[src/design/fsms_pkg.sv]
`default_nettype none

package fsms_pkg;

	localparam int CHAR_W        = 8;
	localparam int QLEN_W        = 5;
	localparam int QUERY_SLOTS   = 24;
	localparam int CFG_IDX_W     = 2;
	localparam int CFG_DATA_W    = 64;
	localparam int SCORE_W       = 16;
	localparam int KIND_W        = 2;
	localparam int PEN_W         = 14;
	localparam int CNT_W         = $clog2(PEN_W);
	localparam int FIFO_DEPTH    = 2;
	localparam int DEF_MAX_QUERY = 24;
	localparam int DEF_MAX_ENTRY = 1024;

	localparam logic [SCORE_W-1:0] SCORE_ONE   = 16'd32768;
	localparam logic [SCORE_W-1:0] SCORE_FLOOR = 16'd328;
	localparam logic [PEN_W-1:0]   GAP_WEIGHT  = 14'd13107;

	typedef enum logic [KIND_W-1:0] {
		KIND_NONE      = 2'd0,
		KIND_SUBSTRING = 2'd1,
		KIND_FUZZY     = 2'd2,
		KIND_EMPTY     = 2'd3
	} kind_t;

	typedef enum logic [CFG_IDX_W-1:0] {
		REG_QUERY_LENGTH = 2'd0,
		REG_CHARS_LOW    = 2'd1,
		REG_CHARS_MID    = 2'd2,
		REG_CHARS_HIGH   = 2'd3
	} cfg_reg_t;

	typedef struct packed {
		kind_t kind;
		logic  sat;
	} job_ctl_t;

endpackage

`default_nettype wire

[src/design/fsms_in_if.sv]
`default_nettype none

interface fsms_in_if;
	logic                         valid;
	logic                         ready;
	logic [fsms_pkg::CHAR_W-1:0]  entry_char;
	logic                         char_present;
	logic                         end_of_entry;

	modport source (output valid, entry_char, char_present, end_of_entry, input ready);
	modport sink (input valid, entry_char, char_present, end_of_entry, output ready);
endinterface

`default_nettype wire

[src/design/fsms_out_if.sv]
`default_nettype none

interface fsms_out_if;
	logic                          valid;
	logic                          ready;
	logic [fsms_pkg::SCORE_W-1:0]  match_score;
	logic [fsms_pkg::KIND_W-1:0]   match_kind;
	logic                          length_overflow;

	modport source (output valid, match_score, match_kind, length_overflow, input ready);
	modport sink (input valid, match_score, match_kind, length_overflow, output ready);
endinterface

`default_nettype wire

[src/design/fsms_cfg_if.sv]
`default_nettype none

interface fsms_cfg_if;
	logic                            valid;
	logic                            ready;
	logic [fsms_pkg::CFG_IDX_W-1:0]  index;
	logic [fsms_pkg::CFG_DATA_W-1:0] data;

	modport source (output valid, index, data, input ready);
	modport sink (input valid, index, data, output ready);
endinterface

`default_nettype wire

[src/design/fsms_fifo.sv]
`default_nettype none

module fsms_fifo #(
	parameter int WIDTH = 8,
	parameter int DEPTH = 2
) (
	input  wire logic             clk,
	input  wire logic             arst_n,
	input  wire logic             wr_en,
	input  wire logic [WIDTH-1:0] wr_data,
	output logic                  full,
	input  wire logic             rd_en,
	output logic [WIDTH-1:0]      rd_data,
	output logic                  empty
);
	localparam int AW = (DEPTH > 1) ? $clog2(DEPTH) : 1;
	localparam int CW = $clog2(DEPTH + 1);

	logic [WIDTH-1:0] mem_q [DEPTH];
	logic [AW-1:0]    wr_ptr_q;
	logic [AW-1:0]    rd_ptr_q;
	logic [CW-1:0]    count_q;
	logic             do_wr;
	logic             do_rd;

	assign full    = (count_q == CW'(DEPTH));
	assign empty   = (count_q == '0);
	assign do_wr   = wr_en && !full;
	assign do_rd   = rd_en && !empty;
	assign rd_data = mem_q[rd_ptr_q];

	always_ff @(posedge clk) begin
		if (do_wr) begin
			mem_q[wr_ptr_q] <= wr_data;
		end
	end

	always_ff @(posedge clk or negedge arst_n) begin
		if (!arst_n) begin
			wr_ptr_q <= '0;
			rd_ptr_q <= '0;
			count_q  <= '0;
		end else begin
			if (do_wr) begin
				wr_ptr_q <= (wr_ptr_q == AW'(DEPTH - 1)) ? '0 : wr_ptr_q + AW'(1);
			end
			if (do_rd) begin
				rd_ptr_q <= (rd_ptr_q == AW'(DEPTH - 1)) ? '0 : rd_ptr_q + AW'(1);
			end
			if (do_wr && !do_rd) begin
				count_q <= count_q + CW'(1);
			end else if (do_rd && !do_wr) begin
				count_q <= count_q - CW'(1);
			end
		end
	end

endmodule

`default_nettype wire

[src/design/fsms_front.sv]
`default_nettype none

module fsms_front #(
	parameter int MAX_QUERY = fsms_pkg::DEF_MAX_QUERY,
	parameter int MAX_ENTRY = fsms_pkg::DEF_MAX_ENTRY,
	parameter int LW        = $clog2(MAX_ENTRY + 1)
) (
	input  wire logic            clk,
	input  wire logic            arst_n,
	fsms_in_if.sink              entry,
	fsms_cfg_if.sink             cfg,
	input  wire logic            job_full,
	output logic                 job_push,
	output fsms_pkg::job_ctl_t   job_ctl,
	output logic [LW-1:0]        job_gaps,
	output logic [LW-1:0]        job_len
);
	import fsms_pkg::*;

	logic [QLEN_W-1:0]                 qlen_cfg_q;
	logic [QUERY_SLOTS*CHAR_W-1:0]     qchars_q;

	logic [MAX_QUERY-1:0] pv_q, pv_n;
	logic                 sub_q, sub_n;
	logic [QLEN_W-1:0]    qpos_q, qpos_n;
	logic [LW-1:0]        first_q, first_n;
	logic [LW-1:0]        last_q, last_n;
	logic [LW-1:0]        len_q, len_n;
	logic                 fhs_q, fhs_n;
	logic                 sat_q, sat_n;

	logic [CHAR_W-1:0]    c;
	logic [QLEN_W-1:0]    qlen;
	logic [MAX_QUERY-1:0] mask;
	logic [MAX_QUERY-1:0] top_sel;
	logic [CHAR_W-1:0]    qpos_byte;
	logic                 accept;
	logic                 at_max;
	logic                 consume;
	logic                 walk;
	logic                 end_item;
	logic [LW-1:0]        span;
	logic [LW-1:0]        qlen_w;

	assign entry.ready = !job_full;
	assign cfg.ready   = 1'b1;

	always_comb begin
		c = entry.entry_char;
		if (c >= 8'h41 && c <= 8'h5A) begin
			c = c + 8'h20;
		end
		qlen = (qlen_cfg_q > QLEN_W'(MAX_QUERY)) ? QLEN_W'(MAX_QUERY) : qlen_cfg_q;
		mask      = '0;
		top_sel   = '0;
		qpos_byte = '0;
		for (int k = 0; k < MAX_QUERY; k++) begin
			if (QLEN_W'(k) < qlen && qchars_q[CHAR_W*k +: CHAR_W] == c) begin
				mask[k] = 1'b1;
			end
			if (QLEN_W'(k + 1) == qlen) begin
				top_sel[k] = 1'b1;
			end
			if (QLEN_W'(k) == qpos_q) begin
				qpos_byte = qchars_q[CHAR_W*k +: CHAR_W];
			end
		end

		accept   = entry.valid && entry.ready;
		at_max   = (len_q == LW'(MAX_ENTRY));
		consume  = accept && entry.char_present && !at_max;
		end_item = accept && entry.end_of_entry;

		pv_n  = consume ? (((pv_q << 1) | MAX_QUERY'(1)) & mask) : pv_q;
		sub_n = sub_q || (consume && qlen != '0 && |(pv_n & top_sel));
		walk  = consume && (qpos_q < qlen) && (qpos_byte == c);
		fhs_n   = fhs_q || walk;
		first_n = (walk && !fhs_q) ? len_q : first_q;
		last_n  = walk ? len_q : last_q;
		qpos_n  = walk ? qpos_q + QLEN_W'(1) : qpos_q;
		len_n   = consume ? len_q + LW'(1) : len_q;
		sat_n   = sat_q || (accept && entry.char_present && at_max);

		qlen_w   = LW'(qlen);
		span     = last_n - first_n + LW'(1);
		job_gaps = (span > qlen_w) ? span - qlen_w : '0;
		job_len  = len_n;
		job_push = end_item;
		job_ctl.sat = sat_n;
		if (qlen == '0) begin
			job_ctl.kind = KIND_EMPTY;
		end else if (len_n == '0) begin
			job_ctl.kind = KIND_NONE;
		end else if (sub_n) begin
			job_ctl.kind = KIND_SUBSTRING;
		end else if (qpos_n >= qlen && fhs_n) begin
			job_ctl.kind = KIND_FUZZY;
		end else begin
			job_ctl.kind = KIND_NONE;
		end
	end

	always_ff @(posedge clk or negedge arst_n) begin
		if (!arst_n) begin
			qlen_cfg_q <= '0;
			qchars_q   <= '0;
		end else if (cfg.valid) begin
			case (cfg.index)
				REG_QUERY_LENGTH: qlen_cfg_q <= cfg.data[QLEN_W-1:0];
				REG_CHARS_LOW:    qchars_q[0*CFG_DATA_W +: CFG_DATA_W] <= cfg.data;
				REG_CHARS_MID:    qchars_q[1*CFG_DATA_W +: CFG_DATA_W] <= cfg.data;
				REG_CHARS_HIGH:   qchars_q[2*CFG_DATA_W +: CFG_DATA_W] <= cfg.data;
				default:          qlen_cfg_q <= qlen_cfg_q;
			endcase
		end
	end

	always_ff @(posedge clk or negedge arst_n) begin
		if (!arst_n) begin
			pv_q    <= '0;
			sub_q   <= 1'b0;
			qpos_q  <= '0;
			first_q <= '0;
			last_q  <= '0;
			len_q   <= '0;
			fhs_q   <= 1'b0;
			sat_q   <= 1'b0;
		end else if (end_item) begin
			pv_q    <= '0;
			sub_q   <= 1'b0;
			qpos_q  <= '0;
			first_q <= '0;
			last_q  <= '0;
			len_q   <= '0;
			fhs_q   <= 1'b0;
			sat_q   <= 1'b0;
		end else begin
			pv_q    <= pv_n;
			sub_q   <= sub_n;
			qpos_q  <= qpos_n;
			first_q <= first_n;
			last_q  <= last_n;
			len_q   <= len_n;
			fhs_q   <= fhs_n;
			sat_q   <= sat_n;
		end
	end

	a_len_bound: assert property (@(posedge clk) disable iff (!arst_n)
		len_q <= LW'(MAX_ENTRY))
		else $error("entry length beyond maximum");

	a_qpos_hits: assert property (@(posedge clk) disable iff (!arst_n)
		(qpos_q != '0) |-> (fhs_q && last_q >= first_q && qpos_q <= QLEN_W'(MAX_QUERY)))
		else $error("walk position without recorded hit");

	a_push_room: assert property (@(posedge clk) disable iff (!arst_n)
		job_push |-> !job_full)
		else $error("job pushed into full queue");

endmodule

`default_nettype wire

[src/design/fsms_back.sv]
`default_nettype none

module fsms_back #(
	parameter int LW = 11
) (
	input  wire logic                clk,
	input  wire logic                arst_n,
	input  wire logic                job_valid,
	input  wire fsms_pkg::job_ctl_t  job_ctl,
	input  wire logic [LW-1:0]       job_gaps,
	input  wire logic [LW-1:0]       job_len,
	output logic                     job_pop,
	fsms_out_if.source               result
);
	import fsms_pkg::*;

	localparam int NW = LW + PEN_W;

	typedef enum logic [1:0] {
		ST_IDLE,
		ST_DIV,
		ST_FIN
	} state_t;

	state_t             state_q;
	kind_t              kind_q;
	logic               sat_q;
	logic [NW-1:0]      rem_q;
	logic [NW-1:0]      div_q;
	logic [PEN_W-1:0]   pen_q;
	logic [CNT_W-1:0]   cnt_q;
	logic               out_valid_q;
	logic [SCORE_W-1:0] score_out_q;
	kind_t              kind_out_q;
	logic               ovf_out_q;

	logic               ge;
	logic [SCORE_W-1:0] raw_score;
	logic [SCORE_W-1:0] fin_score;
	logic               out_free;

	assign job_pop  = (state_q == ST_IDLE) && job_valid;
	assign ge       = (rem_q >= div_q);
	assign out_free = !out_valid_q || result.ready;

	assign result.valid           = out_valid_q;
	assign result.match_score     = score_out_q;
	assign result.match_kind      = kind_out_q;
	assign result.length_overflow = ovf_out_q;

	always_comb begin
		raw_score = SCORE_ONE - SCORE_W'(pen_q);
		case (kind_q)
			KIND_EMPTY:     fin_score = SCORE_ONE;
			KIND_SUBSTRING: fin_score = SCORE_ONE;
			KIND_FUZZY:     fin_score = (raw_score < SCORE_FLOOR) ? SCORE_FLOOR : raw_score;
			default:        fin_score = '0;
		endcase
	end

	always_ff @(posedge clk or negedge arst_n) begin
		if (!arst_n) begin
			state_q     <= ST_IDLE;
			kind_q      <= KIND_NONE;
			sat_q       <= 1'b0;
			rem_q       <= '0;
			div_q       <= '0;
			pen_q       <= '0;
			cnt_q       <= '0;
			out_valid_q <= 1'b0;
			score_out_q <= '0;
			kind_out_q  <= KIND_NONE;
			ovf_out_q   <= 1'b0;
		end else begin
			if (state_q == ST_FIN && out_free) begin
				out_valid_q <= 1'b1;
			end else if (result.ready) begin
				out_valid_q <= 1'b0;
			end
			case (state_q)
				ST_IDLE: begin
					if (job_valid) begin
						kind_q  <= job_ctl.kind;
						sat_q   <= job_ctl.sat;
						rem_q   <= NW'(job_gaps) * NW'(GAP_WEIGHT);
						div_q   <= NW'(job_len) << (PEN_W - 1);
						pen_q   <= '0;
						cnt_q   <= '0;
						state_q <= (job_ctl.kind == KIND_FUZZY) ? ST_DIV : ST_FIN;
					end
				end
				ST_DIV: begin
					if (ge) begin
						rem_q <= rem_q - div_q;
					end
					pen_q <= {pen_q[PEN_W-2:0], ge};
					div_q <= div_q >> 1;
					cnt_q <= cnt_q + CNT_W'(1);
					if (cnt_q == CNT_W'(PEN_W - 1)) begin
						state_q <= ST_FIN;
					end
				end
				ST_FIN: begin
					if (out_free) begin
						score_out_q <= fin_score;
						kind_out_q  <= kind_q;
						ovf_out_q   <= sat_q;
						state_q     <= ST_IDLE;
					end
				end
				default: state_q <= ST_IDLE;
			endcase
		end
	end

	a_div_count: assert property (@(posedge clk) disable iff (!arst_n)
		(state_q == ST_DIV) |-> (cnt_q < CNT_W'(PEN_W)))
		else $error("divide step count overrun");

	a_fuzzy_range: assert property (@(posedge clk) disable iff (!arst_n)
		(out_valid_q && kind_out_q == KIND_FUZZY) |->
			(score_out_q >= SCORE_FLOOR && score_out_q <= SCORE_ONE))
		else $error("fuzzy score out of range");

	a_fin_loads: assert property (@(posedge clk) disable iff (!arst_n)
		(state_q == ST_FIN && out_free) |=> (out_valid_q && state_q == ST_IDLE))
		else $error("finished score not presented");

endmodule

`default_nettype wire

[src/design/fuzzy_subsequence_match_scorer_top.sv]
// Fuzzy subsequence scorer: rates one entry string against a stored query.
// Channels: entry (one byte per request: entry_char, char_present,
// end_of_entry), result (match_score Q1.15, match_kind, length_overflow) and
// cfg (index/data writes of query_length and the three packed query words).
// The front end takes one character per cycle while the queue has room,
// updating a shift-and prefix vector and a greedy subsequence walk; the
// request with end_of_entry set pushes a scoring job into a two-entry queue
// and clears the entry state. The back end pops one job at a time.
// Empty-query, no-match and substring jobs go from the pop to the finish
// state, which loads the output register once it is free; fuzzy jobs first
// run a 14-step restoring divider (one quotient bit per cycle). The divider
// sets the per-entry rate of the back end, and entry.ready drops only while
// the queue is full.
// The result is held in an output register until result.ready; while it
// waits the back end keeps its finished job and the front keeps streaming
// until the queue fills. Reset clears the query registers to zero (empty
// query), the entry state, the queue and the output register.
`default_nettype none

module fuzzy_subsequence_match_scorer_top #(
	parameter int MAX_QUERY = fsms_pkg::DEF_MAX_QUERY,
	parameter int MAX_ENTRY = fsms_pkg::DEF_MAX_ENTRY
) (
	input  wire logic   clk,
	input  wire logic   arst_n,
	fsms_in_if.sink     entry,
	fsms_cfg_if.sink    cfg,
	fsms_out_if.source  result
);
	import fsms_pkg::*;

	localparam int LW    = $clog2(MAX_ENTRY + 1);
	localparam int CTL_W = $bits(job_ctl_t);
	localparam int JW    = CTL_W + 2 * LW;

	logic          push;
	job_ctl_t      push_ctl;
	logic [LW-1:0] push_gaps;
	logic [LW-1:0] push_len;
	logic          q_full;
	logic          q_empty;
	logic          pop;
	logic [JW-1:0] q_data;
	job_ctl_t      pop_ctl;
	logic [LW-1:0] pop_gaps;
	logic [LW-1:0] pop_len;

	fsms_front #(
		.MAX_QUERY (MAX_QUERY),
		.MAX_ENTRY (MAX_ENTRY),
		.LW        (LW)
	) u_front (
		.clk      (clk),
		.arst_n   (arst_n),
		.entry    (entry),
		.cfg      (cfg),
		.job_full (q_full),
		.job_push (push),
		.job_ctl  (push_ctl),
		.job_gaps (push_gaps),
		.job_len  (push_len)
	);

	fsms_fifo #(
		.WIDTH (JW),
		.DEPTH (FIFO_DEPTH)
	) u_queue (
		.clk     (clk),
		.arst_n  (arst_n),
		.wr_en   (push),
		.wr_data ({push_ctl, push_gaps, push_len}),
		.full    (q_full),
		.rd_en   (pop),
		.rd_data (q_data),
		.empty   (q_empty)
	);

	assign pop_ctl  = job_ctl_t'(q_data[JW-1 -: CTL_W]);
	assign pop_gaps = q_data[2*LW-1 -: LW];
	assign pop_len  = q_data[LW-1:0];

	fsms_back #(
		.LW (LW)
	) u_back (
		.clk       (clk),
		.arst_n    (arst_n),
		.job_valid (!q_empty),
		.job_ctl   (pop_ctl),
		.job_gaps  (pop_gaps),
		.job_len   (pop_len),
		.job_pop   (pop),
		.result    (result)
	);

endmodule

`default_nettype wire
[src/flat_wrapper.sv]
// flat-port wrapper written by rule: the top's interface ports become plain ports
module fuzzy_subsequence_match_scorer_top_flat import fsms_pkg::*;
#(
	parameter int MAX_QUERY = fsms_pkg::DEF_MAX_QUERY,
	parameter int MAX_ENTRY = fsms_pkg::DEF_MAX_ENTRY
)
  (clk, arst_n, entry_valid, entry_entry_char, entry_char_present, entry_end_of_entry, entry_ready, cfg_valid, cfg_index, cfg_data, cfg_ready, result_valid, result_match_score, result_match_kind, result_length_overflow, result_ready);
  fsms_in_if entry_i ();
  fsms_cfg_if cfg_i ();
  fsms_out_if result_i ();
  input  wire logic clk;
  input  wire logic arst_n;
  input wire logic [$bits(entry_i.valid)-1:0] entry_valid;
  input wire logic [$bits(entry_i.entry_char)-1:0] entry_entry_char;
  input wire logic [$bits(entry_i.char_present)-1:0] entry_char_present;
  input wire logic [$bits(entry_i.end_of_entry)-1:0] entry_end_of_entry;
  output wire logic [$bits(entry_i.ready)-1:0] entry_ready;
  input wire logic [$bits(cfg_i.valid)-1:0] cfg_valid;
  input wire logic [$bits(cfg_i.index)-1:0] cfg_index;
  input wire logic [$bits(cfg_i.data)-1:0] cfg_data;
  output wire logic [$bits(cfg_i.ready)-1:0] cfg_ready;
  output wire logic [$bits(result_i.valid)-1:0] result_valid;
  output wire logic [$bits(result_i.match_score)-1:0] result_match_score;
  output wire logic [$bits(result_i.match_kind)-1:0] result_match_kind;
  output wire logic [$bits(result_i.length_overflow)-1:0] result_length_overflow;
  input wire logic [$bits(result_i.ready)-1:0] result_ready;
  assign entry_i.valid = entry_valid;
  assign entry_i.entry_char = entry_entry_char;
  assign entry_i.char_present = entry_char_present;
  assign entry_i.end_of_entry = entry_end_of_entry;
  assign entry_ready = entry_i.ready;
  assign cfg_i.valid = cfg_valid;
  assign cfg_i.index = cfg_index;
  assign cfg_i.data = cfg_data;
  assign cfg_ready = cfg_i.ready;
  assign result_valid = result_i.valid;
  assign result_match_score = result_i.match_score;
  assign result_match_kind = result_i.match_kind;
  assign result_length_overflow = result_i.length_overflow;
  assign result_i.ready = result_ready;
  fuzzy_subsequence_match_scorer_top #(.MAX_QUERY(MAX_QUERY), .MAX_ENTRY(MAX_ENTRY)) u_core (.clk(clk), .arst_n(arst_n), .entry(entry_i), .cfg(cfg_i), .result(result_i));
endmodule
[config.mk]
export PLATFORM = sky130hd
export DESIGN_NAME = fuzzy_subsequence_match_scorer_top_flat
export DESIGN_NICKNAME = d
export VERILOG_FILES = /design/src/design/fsms_pkg.sv /design/src/design/fsms_in_if.sv /design/src/design/fsms_out_if.sv /design/src/design/fsms_cfg_if.sv /design/src/design/fsms_fifo.sv /design/src/design/fsms_front.sv /design/src/design/fsms_back.sv /design/src/design/fuzzy_subsequence_match_scorer_top.sv /design/src/flat_wrapper.sv
export SDC_FILE = /design/constraint.sdc
export NUM_CORES = 1
export LEC_CHECK = 0
export ABC_CLOCK_PERIOD_IN_PS = 7900
export BUFFER_PORTS_ARGS = -buffer_cell sky130_fd_sc_hd__buf_2
export CAP_MARGIN = 10
export CORE_ASPECT_RATIO = 0.7
export CORE_MARGIN = 2
export CORE_UTILIZATION = 50
export DETAILED_ROUTE_END_ITERATION = 7
export PLACE_DENSITY = 0.66
export SLEW_MARGIN = 20
export SYNTH_ARGS = -nofsm -noshare
export SYNTH_HDL_FRONTEND = slang
export SYNTH_SLANG_ARGS = --single-unit
export TNS_END_PERCENT = 50
[constraint.sdc]
create_clock -name clk -period 7.9 [get_ports clk]
set_input_delay 1.58 -clock clk [delete_from_list [all_inputs] [get_ports clk]]
set_output_delay 1.58 -clock clk [all_outputs]
set_load 0.01 [all_outputs]
### Word-level counts from Yosys, hierarchy flattened

Memories as Yosys holds them, arrays and structs flattened.
Index checks and enable logic that the tools add are counted.

| word-level totals | value |
|---|---|
| RAM bits | 50 |
| output and inout port bits | 22 |
| memories kept | 1 |
| flip-flop bits (word level) | 359 |
| bits of input ports | 81 |

Memory list:

| memory | words | width | read ports | clocked after memory_dff | wr ports | line | source |
|---|---|---|---|---|---|---|---|
| u_core.u_queue.mem_q | 2 | 25 | 1 | 0 | 1 | fsms_fifo.sv:19 | `logic [WIDTH-1:0] mem_q [DEPTH];` |

| operators by class | value |
|---|---|
| $mul | 1 |
| reduce and logical (&&, ||, !) cells | 74 |
| bitwise logic cells | 3 |
| add/subtract/negate cells | 13 |
| eq/ne operators | 88 |
| magnitude comparators | 32 |
| mux-type cells | 116 |

Operators by type and width:

| kind | count |
|---|---|
| $eq A8 B8 Y1 | 25 |
| $mux W8 | 25 |
| $pmux W25 S2 | 2 |
| $eq A5 B5 Y1 const A | 17 |
| $eq A4 B5 Y1 const A | 16 |
| $mux W11 | 7 |
| $mux W25 | 3 |
| $mux W1 | 57 |
| $and A24 B24 Y24 | 2 |
| $mux W24 | 2 |
| $logic_and A1 B1 Y1 | 42 |
| $eq A3 B5 Y1 const A | 8 |
| $lt A4 B5 Y1 const A | 8 |
| $lt A5 B5 Y1 const A | 8 |
| $pmux W16 S2 | 1 |
| $pmux W14 S2 | 1 |
| $ge A25 B25 Y1 | 1 |
| $mul A11 B14 Y25 const B | 1 |
| $sub A25 B25 Y25 | 1 |
| $reduce_or A24 Y1 | 1 |
| $add A11 B1 Y11 const B | 2 |
| $eq A2 B5 Y1 const A | 4 |
| $lt A3 B5 Y1 const A | 4 |
| $mux W2 | 10 |
| 41 further kinds | 79 |

### Longest topological paths before layout

Gate-level depths: netlist (run 1).

| depth | value |
|---|---|
| depth after elaboration | 34 |
| depth in mapped cells | 35 |

### Cells and area by module

Synthesis (run 1) repeated with hierarchy kept, for this count alone.

| unflattened totals | value |
|---|---|
| cells, all modules | 2881 |
| area total of the unflattened synthesis | 27706.6 um^2 |

Modules (own cells, without submodules):

| module | cells an instance | area an instance (um^2) | times used |
|---|---|---|---|
| fsms_front | 1933 | 18122.4 | 1 |
| fsms_back | 850 | 7478.4 | 1 |
| fsms_fifo | 97 | 2102.0 | 1 |
| fuzzy_subsequence_match_scorer_top | 1 | 3.8 | 1 |

### Least setup slack after synthesis (run 1)

Ideal clock, no wire load.

| path | value |
|---|---|
| path type | input port to flip-flop |
| start point | input entry_entry_char[0] |
| end point | memory u_core.u_queue.mem_q[0][11] (netlist name), data pin |
| stages | 26 |
| setup slack | 0.532 ns |
| path buffers | 0 |
| data required time | 7.602 ns |
| setup time | 0.298 ns |
| arrival time | 7.070 ns |
| cell sequence | nor3_2 > a22oi_1 > a21oi_1 > nor3_1 > a221oi_1 > nand4_1 > nor4bb_1 > nor4b_2 > nand4_2 > nor2_1 > mux2_2 > ha_1 > inv_1 > ha_1 > inv_1 > fa_1 > inv_1 > ha_1 > o21ai_0 > nand2b_1 > a21o_1 > a21oi_1 > nor2b_1 > o21ai_0 > nor3_1 > a21oi_1 |

| between the ends | value |
|---|---|
| cells in the longest elaborated chain, start to end | 11 |
| elaborated cells between the ends (all ways) | 15 |
| classes of those cells | add/sub: 4; order compare: 3; eq/ne: 1; mux: 4; reduce/logical: 3 |

RTL lines:

| what | line | source |
|---|---|---|
| start: declaration | flat_wrapper.sv:14 | `input wire logic [$bits(entry_i.entry_char)-1:0] entry_entry_char;` |
| $ge A8 B7 Y1 or $le A8 B7 Y1 (tied branches) | fsms_front.sv:50 | `if (c >= 8'h41 && c <= 8'h5A) begin` |
| $logic_and A1 B1 Y1 | fsms_front.sv:50 |  |
| $mux W8 * | fsms_front.sv:50 |  |
| $eq A8 B8 Y1 * | fsms_front.sv:76 | `walk = consume && (qpos_q < qlen) && (qpos_byte == c);` |
| $logic_and A1 B1 Y1 * | fsms_front.sv:76 |  |
| $logic_and A1 B1 Y1 | fsms_front.sv:78 | `first_n = (walk && !fhs_q) ? len_q : first_q;` |
| $mux W11 | fsms_front.sv:78 |  |
| $sub A11 B11 Y11 * | fsms_front.sv:85 | `span = last_n - first_n + LW'(1);` |
| $add A11 B1 Y11 * | fsms_front.sv:85 |  |
| $sub A11 B5 Y11 or $gt A11 B5 Y1 (tied branches) | fsms_front.sv:86 | `job_gaps = (span > qlen_w) ? span - qlen_w : '0;` |
| $mux W11 * | fsms_front.sv:86 |  |
| named net u_core.push_gaps[0] | fuzzy_subsequence_match_scorer_top.sv:38 | `logic [LW-1:0] push_gaps;` |
| end: declaration | fsms_fifo.sv:19 |  |

Mark *: on every way through the listed nets, which the timed path passes. The rest lies on a longest branch.

### Final worst setup path (run 1)

| path | value |
|---|---|
| start point | register u_core.u_front.qpos_q[0] |
| end point | memory u_core.u_queue.mem_q[1][11] (netlist name), data pin |

| between the ends | value |
|---|---|
| cells in the longest elaborated chain, start to end | 33 |
| elaborated cells between the ends (all ways) | 60 |
| classes of those cells | add/sub: 3; order compare: 2; eq/ne: 24; mux: 27; reduce/logical: 4 |

RTL lines:

| what | line | source |
|---|---|---|
| start: declaration | fsms_front.sv:25 | `logic [QLEN_W-1:0] qpos_q, qpos_n;` |
| start signal: assignment | fsms_front.sv:140 | `qpos_q <= qpos_n;` |
| $logic_not A5 Y1 | fsms_front.sv:64 | `if (QLEN_W'(k) == qpos_q) begin` |
| $mux W8 (24 in a row) | fsms_front.sv:64 |  |
| $eq A8 B8 Y1 | fsms_front.sv:76 |  |
| $logic_and A1 B1 Y1 * | fsms_front.sv:76 |  |
| $logic_and A1 B1 Y1 | fsms_front.sv:78 |  |
| $mux W11 | fsms_front.sv:78 |  |
| $sub A11 B11 Y11 * | fsms_front.sv:85 |  |
| $add A11 B1 Y11 * | fsms_front.sv:85 |  |
| $sub A11 B5 Y11 or $gt A11 B5 Y1 (tied branches) | fsms_front.sv:86 |  |
| $mux W11 * | fsms_front.sv:86 |  |
| named net u_core.push_gaps[0] | fuzzy_subsequence_match_scorer_top.sv:38 |  |

Marked as above.

==> key figures, run 1 <==
GRT
  – Overall track demand over capacity in global routing: 36.48%
  – Wire length of the first global-routing pass: 147,400 um
  – Number of global-route vias before repair: 21.36k
  – Pin count of the biggest net entering global routing: 150
  – Total overflow reported by the global router: 0
  – Antenna violations before repair: 3

Route
  – Detailed-route wire length: 100,100 um
  – Post-detailed-route via-to-cell ratio: 6.441
  – Residual DRC: 0
  – First-pass detailed-route iteration total: 7
  – Wirelength per Cell: 28.74 um
  – DR iter-0 viols: 2,776
  – Detail Route Antenna Nets: 0
  – DR vias: 22.44k

Placement
  – Last weighted congestion value of the routability-driven placer: 0.9946
  – HPWL Detailed: 77,080 um
  – Port Buf Inserts: 101

Power
  – Post-layout power: 15,450 uW
  – Static Leakage: 0.01289 uW
  – Power density normalized to cell area: 523.7 mW/mm2
  – Peak supply drop: 1029 uV

Synthesis
  – Cell taking the most area after synthesis: dfrtp_1
  – Commonest cells in the netlist: dfrtp_1, mux2_2, a21oi_1
  – Number of enable flip-flop cells after synthesis: 50
  – Post-Syn Nets: 2,919
  – Synth Register Bits: 408
  – Distinct cells, synth: 91
  – Predominant post-synthesis flop cell: dfrtp_1
  – Syn avg cell area: 9.892 um2
  – Number of synthesis warnings: 0
  – Proportion of synthesized flip-flops having asynchronous set or reset: 87.75%
  – Cell with the most instances after synthesis: dfrtp_1
  – Mapped cell area: 0.02645 mm2
  – Proportion of netlist area held by the largest area contributor: 33.87%
  – Ranking of synthesized cells by area: dfrtp_1, mux2_2, ha_1
  – Sequential fraction of the synthesis area: 39.54%
  – Count of mapped cells out of synthesis: 2,674

Run
  – # Max-Cap Violations: 0

Timing
  – Max Fclk: 133.5 MHz
  – Final hold viol count: 0
  – Max-slew headroom at the worst pin: 22.33%
  – Min Tclk post-route: 7.493 ns
  – Portion of the clock cycle consumed by the worst path in the final layout: 94.84%
  – Final setup viols: 0
  – Clk_skew: 0.02550 ns
  – Slew at the pin closest to its max-slew limit: 1.150 ns
  – Pins over their slew limit: 0

Layout
  – Footprint of the multi-input gates: 0.01493 mm2
  – Fraction of layout instances using a drive strength above 1: 18.62%
  – Post-Route Utilization: 56.52%
  – Fill cell instance count of the final layout: 4,602
  – Final-stage net count: 3,011
  – FF/Latch Area: 0.01046 mm2
  – Area overhead of the layout relative to synthesis: 11.53%

Critical path
  – Setup Crit Path Kind: reg2reg
  – FF-to-FF setup slack: 0.41 ns
  – Worst EP arrival: 7.80 ns
  – Worst endpoint required time: 8.20 ns
  – Type of origin of the critical path: register
  – Cell occurring most often along the worst timing path: inv_1
  – Slowest-stage cell, CP: ha_1
  – Crit path largest cell delay: 0.62 ns
  – Kind of end point of the critical path: register
  – Maximum fanout along the worst path: 12

Clock network
  – Number of clock sinks seen by CTS: 408
  – TritonCTS clock tree: built
  – Hold_buf cts: 0
  – Clock slew at reported path FFs: 0.06 ns
  – Cell chosen for the clock root: clkbuf_16
  – TritonCTS buffer count: 42
  – Worst skew pair latency: 0.59 ns
  – Clock buffer depth: 3
  – H-tree lvl count: 2

Die
  – Die area: 0.05479 mm2
  – Core Rows: 70
  – Core footprint: 0.05220 mm2
  – # IOs: 103
  – Effective utilization at floorplan: 50.67%
  – Die outline height: 196.4 um
  – Die extent in x: 278.9 um

Run status
  – Status: finished clean

Worst hold path
  – Hold WC Path Type: reg2reg
-- metrics by stage --
step / hold slack, ns / worst slack, ns / area, um2 / std cells / setup TNS [ns]
3_5_place_dp: 0.4782 / -0.05233 / 27990 / 3404 / -0.3638
5_1_grt: 0.5150 / -0.003736 / 29500 / 3482 / -0.007221
6_report: 0.4885 / 0.4074 / 29500 / 3484 / 0
2_1_floorplan: 0.4460 / 0.5323 / 26450 / 2674 / 0
3_3_place_gp: 0.4621 / 0.08716 / 27990 / 3404 / 0
4_1_cts: 0.4920 / 0.2469 / 29470 / 3480 / 0
-- state kept, by name, indices dropped and copies added, names as in the netlist, 4 cells and up --
| name | count |
|---|---|
| u_core.u_back.result.match_score | 16 |
| u_core.u_front.last_q | 11 |
| u_core.u_queue.mem_q | 50 |
| u_core.u_front.qpos_q | 5 |
| u_core.u_back.pen_q | 14 |
| u_core.u_front.first_q | 11 |
| u_core.u_back.cnt_q | 4 |
| u_core.u_front.qlen_cfg_q | 5 |
| u_core.u_back.div_q | 24 |
| u_core.u_back.rem_q | 25 |
| u_core.u_front.pv_q | 24 |
| u_core.u_front.len_q | 11 |
| u_core.u_front.qchars_q | 192 |
-- report_power, final --
part	switching, uW	total (uW)	internal, uW
Sequential	518	3110	2590
Combinational	6130	10200	4050
Clock	891	2150	1260
-- final cells by class --
class	instances	area share, %
Clock buffer	59	4.190
Tap cell	684	2.901
Antenna cell	2	0.01696
Multi-Input combinational cell	1980	50.61
Inverter	142	1.807
Timing Repair Buffer	192	4.190
Clock inverter	17	0.8228
Sequential cell	408	35.46
-- kinds of logic after synthesis --
| logic type | count (synthesis) | synth area share, % |
|---|---|---|
| and+or+nand+nor | 695 | 13.56 |
| AOI/OAI and AO/OA | 621 | 15.26 |
| DFF | 408 | 39.54 |
| buffers and inverters | 286 | 4.238 |
| muxes | 255 | 10.69 |
| xor gates and xnor gates | 244 | 8.079 |
| adders and majority gates | 164 | 8.609 |
| other | 1 | 0.01418 |
-- worst paths after layout --
kind	start	to	cells past startpoint
setup / recovery	u_core.u_front.qpos_q[0]	u_core.u_queue.mem_q[1][11]	29
hold / removal	u_core.u_back.sat_q	u_core.u_back.sat_q	2
setup reg to reg	u_core.u_front.qpos_q[0]	u_core.u_queue.mem_q[1][11]	29
hold reg to reg	u_core.u_back.sat_q	u_core.u_back.sat_q	2
max in group asynchronous	arst_n	u_core.u_front.qlen_cfg_q[2]	2
min in group asynchronous	arst_n	u_core.u_front.qchars_q[177]	1
-- placed cells by master (no fill, tap or decap), types with 38 or more instances in the layout --
cell type  instances
dfrtp_1          357
mux2_2           214
a21oi_1          172
nor2_1           168
nand2_1          161
inv_1            139
xnor2_1          138
o21ai_0          134
ha_1             131
xor2_1           105
buf_2            100
buf_4             87
nor3_1            52
edfxtp_1          50
clkbuf_16         43
and2_1            42
nand3_1           39
o22ai_1           38
-- layer usage --
metal  routed length, um  track usage (%)  vias to the layer above
met5                   0                0                        -
met4                1773            6.730                        0
met3               11290            10.63                      105
met2               37140            46.37                     1122
met1               49930            59.66                    11372
li1                    -                -                     9841
-- worst max-delay path: cells and delay by family, from the launching register on --
family / cells / cell delay, ns
compound gates: 9 / 1.83
fa+ha+maj: 5 / 1.83
buf+inv: 6 / 0.89
flops: 1 / 0.42
mux: 1 / 0.37
simple gates: 8 / 1.91
-- what timing repair did --
action / 4_1_cts / 5_1_grt
hold endpoints to repair: 0 / 0
resized for setup: 0 / 4
setup endpoints to repair: 0 / 22
setup buffers: 0 / 1
No activity file was read; power rests on OpenSTA's default activity.
==> run 2: changes to the inputs <==
==> constraint.sdc (replaced) <==
create_clock -name clk -period 7.9 [get_ports clk]
set_input_delay 0 -clock clk [delete_from_list [all_inputs] [get_ports clk]]
set_output_delay 0 -clock clk [all_outputs]
set_load 0.01 [all_outputs]
==> run 2 against run 1 <==
  * Clock power is 5% lower
  * Core utilization grew 1.1 points
  * Worst setup slack improved by 0.12 ns
  * Fmax grew 1.7%
  * Cell count rose by 1.8%
  * Sequential share of layout area decreased by 0.68 points
  * Design area rose by 2.0%
  * Clock skew is 0.0038 ns higher
  * Combinational power hardly changed
  * Via count increased by 1.6%
  * First-iteration DRC count rose by 5.5%
  * Register-to-register slack improved by 0.12 ns
  * Critical endpoint is now u_core.u_queue.mem_q[0][16]
==> key figures, run 2 (synthesis results as in run 1) <==
Run status
  – Status: finished clean (unchanged)

Timing
  – Max Fclk: 135.7 MHz (was 133.5 MHz)
  – Sum of negative setup slack: 0 ns (unchanged)
  – Slew at the pin closest to its max-slew limit: 1.247 ns (was 1.150 ns)
  – RSZ-0062 raised after global routing: no
  – Portion of the clock cycle consumed by the worst path in the final layout: 93.28% (was 94.84%)
  – Min Tclk post-route: 7.369 ns (was 7.493 ns)
  – Clk_skew: 0.02931 ns (was 0.02550 ns)
  – Final setup viols: 0 (unchanged)
  – Final hold viol count: 0 (unchanged)
  – Max-slew headroom at the worst pin: 16.84% (was 22.33%)
  – Final hold slack: 0.01844 ns (was 0.4885 ns)
  – Pins over their slew limit: 0 (unchanged)

Critical path
  – Type of origin of the critical path: register (unchanged)
  – Worst EP arrival: 7.69 ns (was 7.80 ns)
  – Setup Crit Path Kind: reg2reg (unchanged)
  – Maximum fanout along the worst path: 33 (was 12)
  – Worst endpoint required time: 8.22 ns (was 8.20 ns)
  – Crit path largest cell delay: 0.51 ns (was 0.62 ns)
  – Slowest-stage cell, CP: nor2b_1 (was ha_1)
  – Cell occurring most often along the worst timing path: inv_1 (unchanged)
  – Kind of end point of the critical path: register (unchanged)

Placement
  – HPWL Detailed: 77,290 um (was 77,080 um)
  – Last weighted congestion value of the routability-driven placer: 0.9974 (was 0.9946)
  – Port Buf Inserts: 101 (unchanged)
  – Post-placement cell area: 0.02794 mm2 (was 0.02799 mm2)
  – Post-Place Cells: 3,401 (was 3,404)

Clock network
  – Clock slew at reported path FFs: 0.07 ns (was 0.06 ns)
  – Count of buffers added by post-CTS timing repair for setup: 0 (unchanged)
  – H-tree lvl count: 2 (unchanged)
  – TritonCTS clock tree: built (unchanged)
  – Clock buffer depth: 3 (unchanged)
  – Cell chosen for the clock root: clkbuf_16 (unchanged)
  – Worst skew pair latency: 0.61 ns (was 0.59 ns)
  – TritonCTS buffer count: 42 (unchanged)
  – Number of clock sinks seen by CTS: 408 (unchanged)

Die
  – Core footprint: 0.05220 mm2 (unchanged)
  – Die outline height: 196.4 um (unchanged)
  – Die extent in x: 278.9 um (unchanged)
  – # IOs: 103 (unchanged)
  – Die area: 0.05479 mm2 (unchanged)
  – Effective utilization at floorplan: 50.67% (unchanged)
  – Core Rows: 70 (unchanged)

Route
  – DR vias: 22.80k (was 22.44k)
  – Residual DRC: 0 (unchanged)
  – Post-detailed-route via-to-cell ratio: 6.427 (was 6.441)
  – Detailed-route wire length: 100,600 um (was 100,100 um)
  – First-pass detailed-route iteration total: 6 (was 7)
  – Wirelength per Cell: 28.36 um (was 28.74 um)
  – Detail Route Antenna Nets: 0 (unchanged)
  – DR iter-0 viols: 2,928 (was 2,776)

Power
  – Peak supply drop: 1278 uV (was 1029 uV)
  – Post-layout power: 15,110 uW (was 15,450 uW)
  – Static Leakage: 0.01313 uW (was 0.01289 uW)
  – Power density normalized to cell area: 502.4 mW/mm2 (was 523.7 mW/mm2)

Layout
  – Area overhead of the layout relative to synthesis: 13.71% (was 11.53%)
  – Commonest non-fill, non-tap cells in the layout: dfrtp_1, mux2_2, a21oi_1 (unchanged)
  – Non-Filler Instances: 3,548 (was 3,484)
  – Biggest regs: u_core.u_front.qchars_q: 192 flops, u_core.u_queue.mem_q: 50 flops, u_core.u_back.rem_q: 25 flops (unchanged)
  – Final-stage net count: 3,075 (was 3,011)
  – Most flops, register: u_core.u_front.qchars_q (unchanged)
  – Most frequent standard cell in the layout excluding fill and tap cells: dfrtp_1 (unchanged)
  – Flip-flop count of the largest register, all copies and words added: 192 (unchanged)
  – Cell area after layout: 0.03008 mm2 (was 0.02950 mm2)
  – Fraction of layout instances using a drive strength above 1: 17.95% (was 18.62%)

GRT
  – Total overflow reported by the global router: 0 (unchanged)
  – Number of global-route vias before repair: 21.52k (was 21.36k)
  – Pin count of the biggest net entering global routing: 141 (was 150)
  – Antenna violations before repair: 2 (was 3)
  – Wire length of the first global-routing pass: 148,000 um (was 147,400 um)
  – Overall track demand over capacity in global routing: 36.68% (was 36.48%)

Worst hold path
  – Hold WC Path Type: in2async (was reg2reg)

Run
  – # Max-Cap Violations: 0 (unchanged)
-- run 2: cell types whose count changed in the layout (fill, tap and decap cells not counted), moves of 2 or more --
cell / change
buf_12: -2
buf_4: -2
bufinv_16: -4
clkbuf_8: +3
dlygate4sd3_1: +69
ha_2: -2
-- run 2: layout make-up --
cell class | count | area, um2
Timing Repair Buffer | 256 | 1864
Sequential cell | 408 | 10460
Clock inverter | 15 | 163.9
Clock buffer | 62 | 1256
Antenna cell | 1 | 2.502
Multi-Input combinational cell | 1980 | 14940
Tap cell | 684 | 855.8
Inverter | 142 | 533.0
Fill cell | 4468 | 22120
-- run 2: worst max-delay path: cells and delay by family, from the launching register on --
kind / cells / cell delay [ns]
AO/OA/AOI/OAI: 8 / 1.71
adder cells (fa/ha/maj): 5 / 1.44
buffers and inverters: 6 / 0.84
flip-flops: 1 / 0.48
multiplexers: 1 / 0.38
AND/OR/NAND/NOR: 9 / 2.23
-- run 2: path summary, 6_finish.rpt --
path                                                from                           end  slack (ns)  cells past startpoint
max in group asynchronous                         arst_n      u_core.u_front.qpos_q[3]        6.38                      3
worst min register to register       u_core.u_back.sat_q           u_core.u_back.sat_q        0.48                      2
worst min-delay path                              arst_n  u_core.u_front.qchars_q[114]        0.02                      2
worst max-delay path            u_core.u_front.qpos_q[1]   u_core.u_queue.mem_q[0][16]        0.53                     29
worst max register to register  u_core.u_front.qpos_q[1]   u_core.u_queue.mem_q[0][16]        0.53                     29
min in group clk                      entry_end_of_entry      u_core.u_front.qpos_q[2]        0.06                      4
-- run 2: stage by stage --
| step | utilization (%) | worst slack (ns) |
|---|---|---|
| after floorplan | - | 1.000 |
| after global placement | 53.52 | 0.4989 |
| after detailed placement | 53.52 | 0.6408 |
| after CTS | 57.57 | 0.5290 |
| after global routing | 57.62 | 0.005179 |
| final | 57.62 | 0.5308 |
-- run 2: layer usage --
layer  track usage [%]  wire [um]  vias to the layer above
met1             60.83      49560                    11399
met5            0.7958         57                        -
met2             46.56      37250                     1323
met4             7.547       2122                        2
met3             8.985      11630                      131
li1                  -          -                     9947
-- run 2: what timing repair did --
action	in CTS	in global routing
hold buffers	69	0
endpoints found under the setup margin	0	22
resized for setup	0	5
endpoints found under the hold margin	296	0
-- run 2: power by group --
part	switching (uW)	internal, uW
clock network	894	1150
registers	524	2590
logic	5870	4080
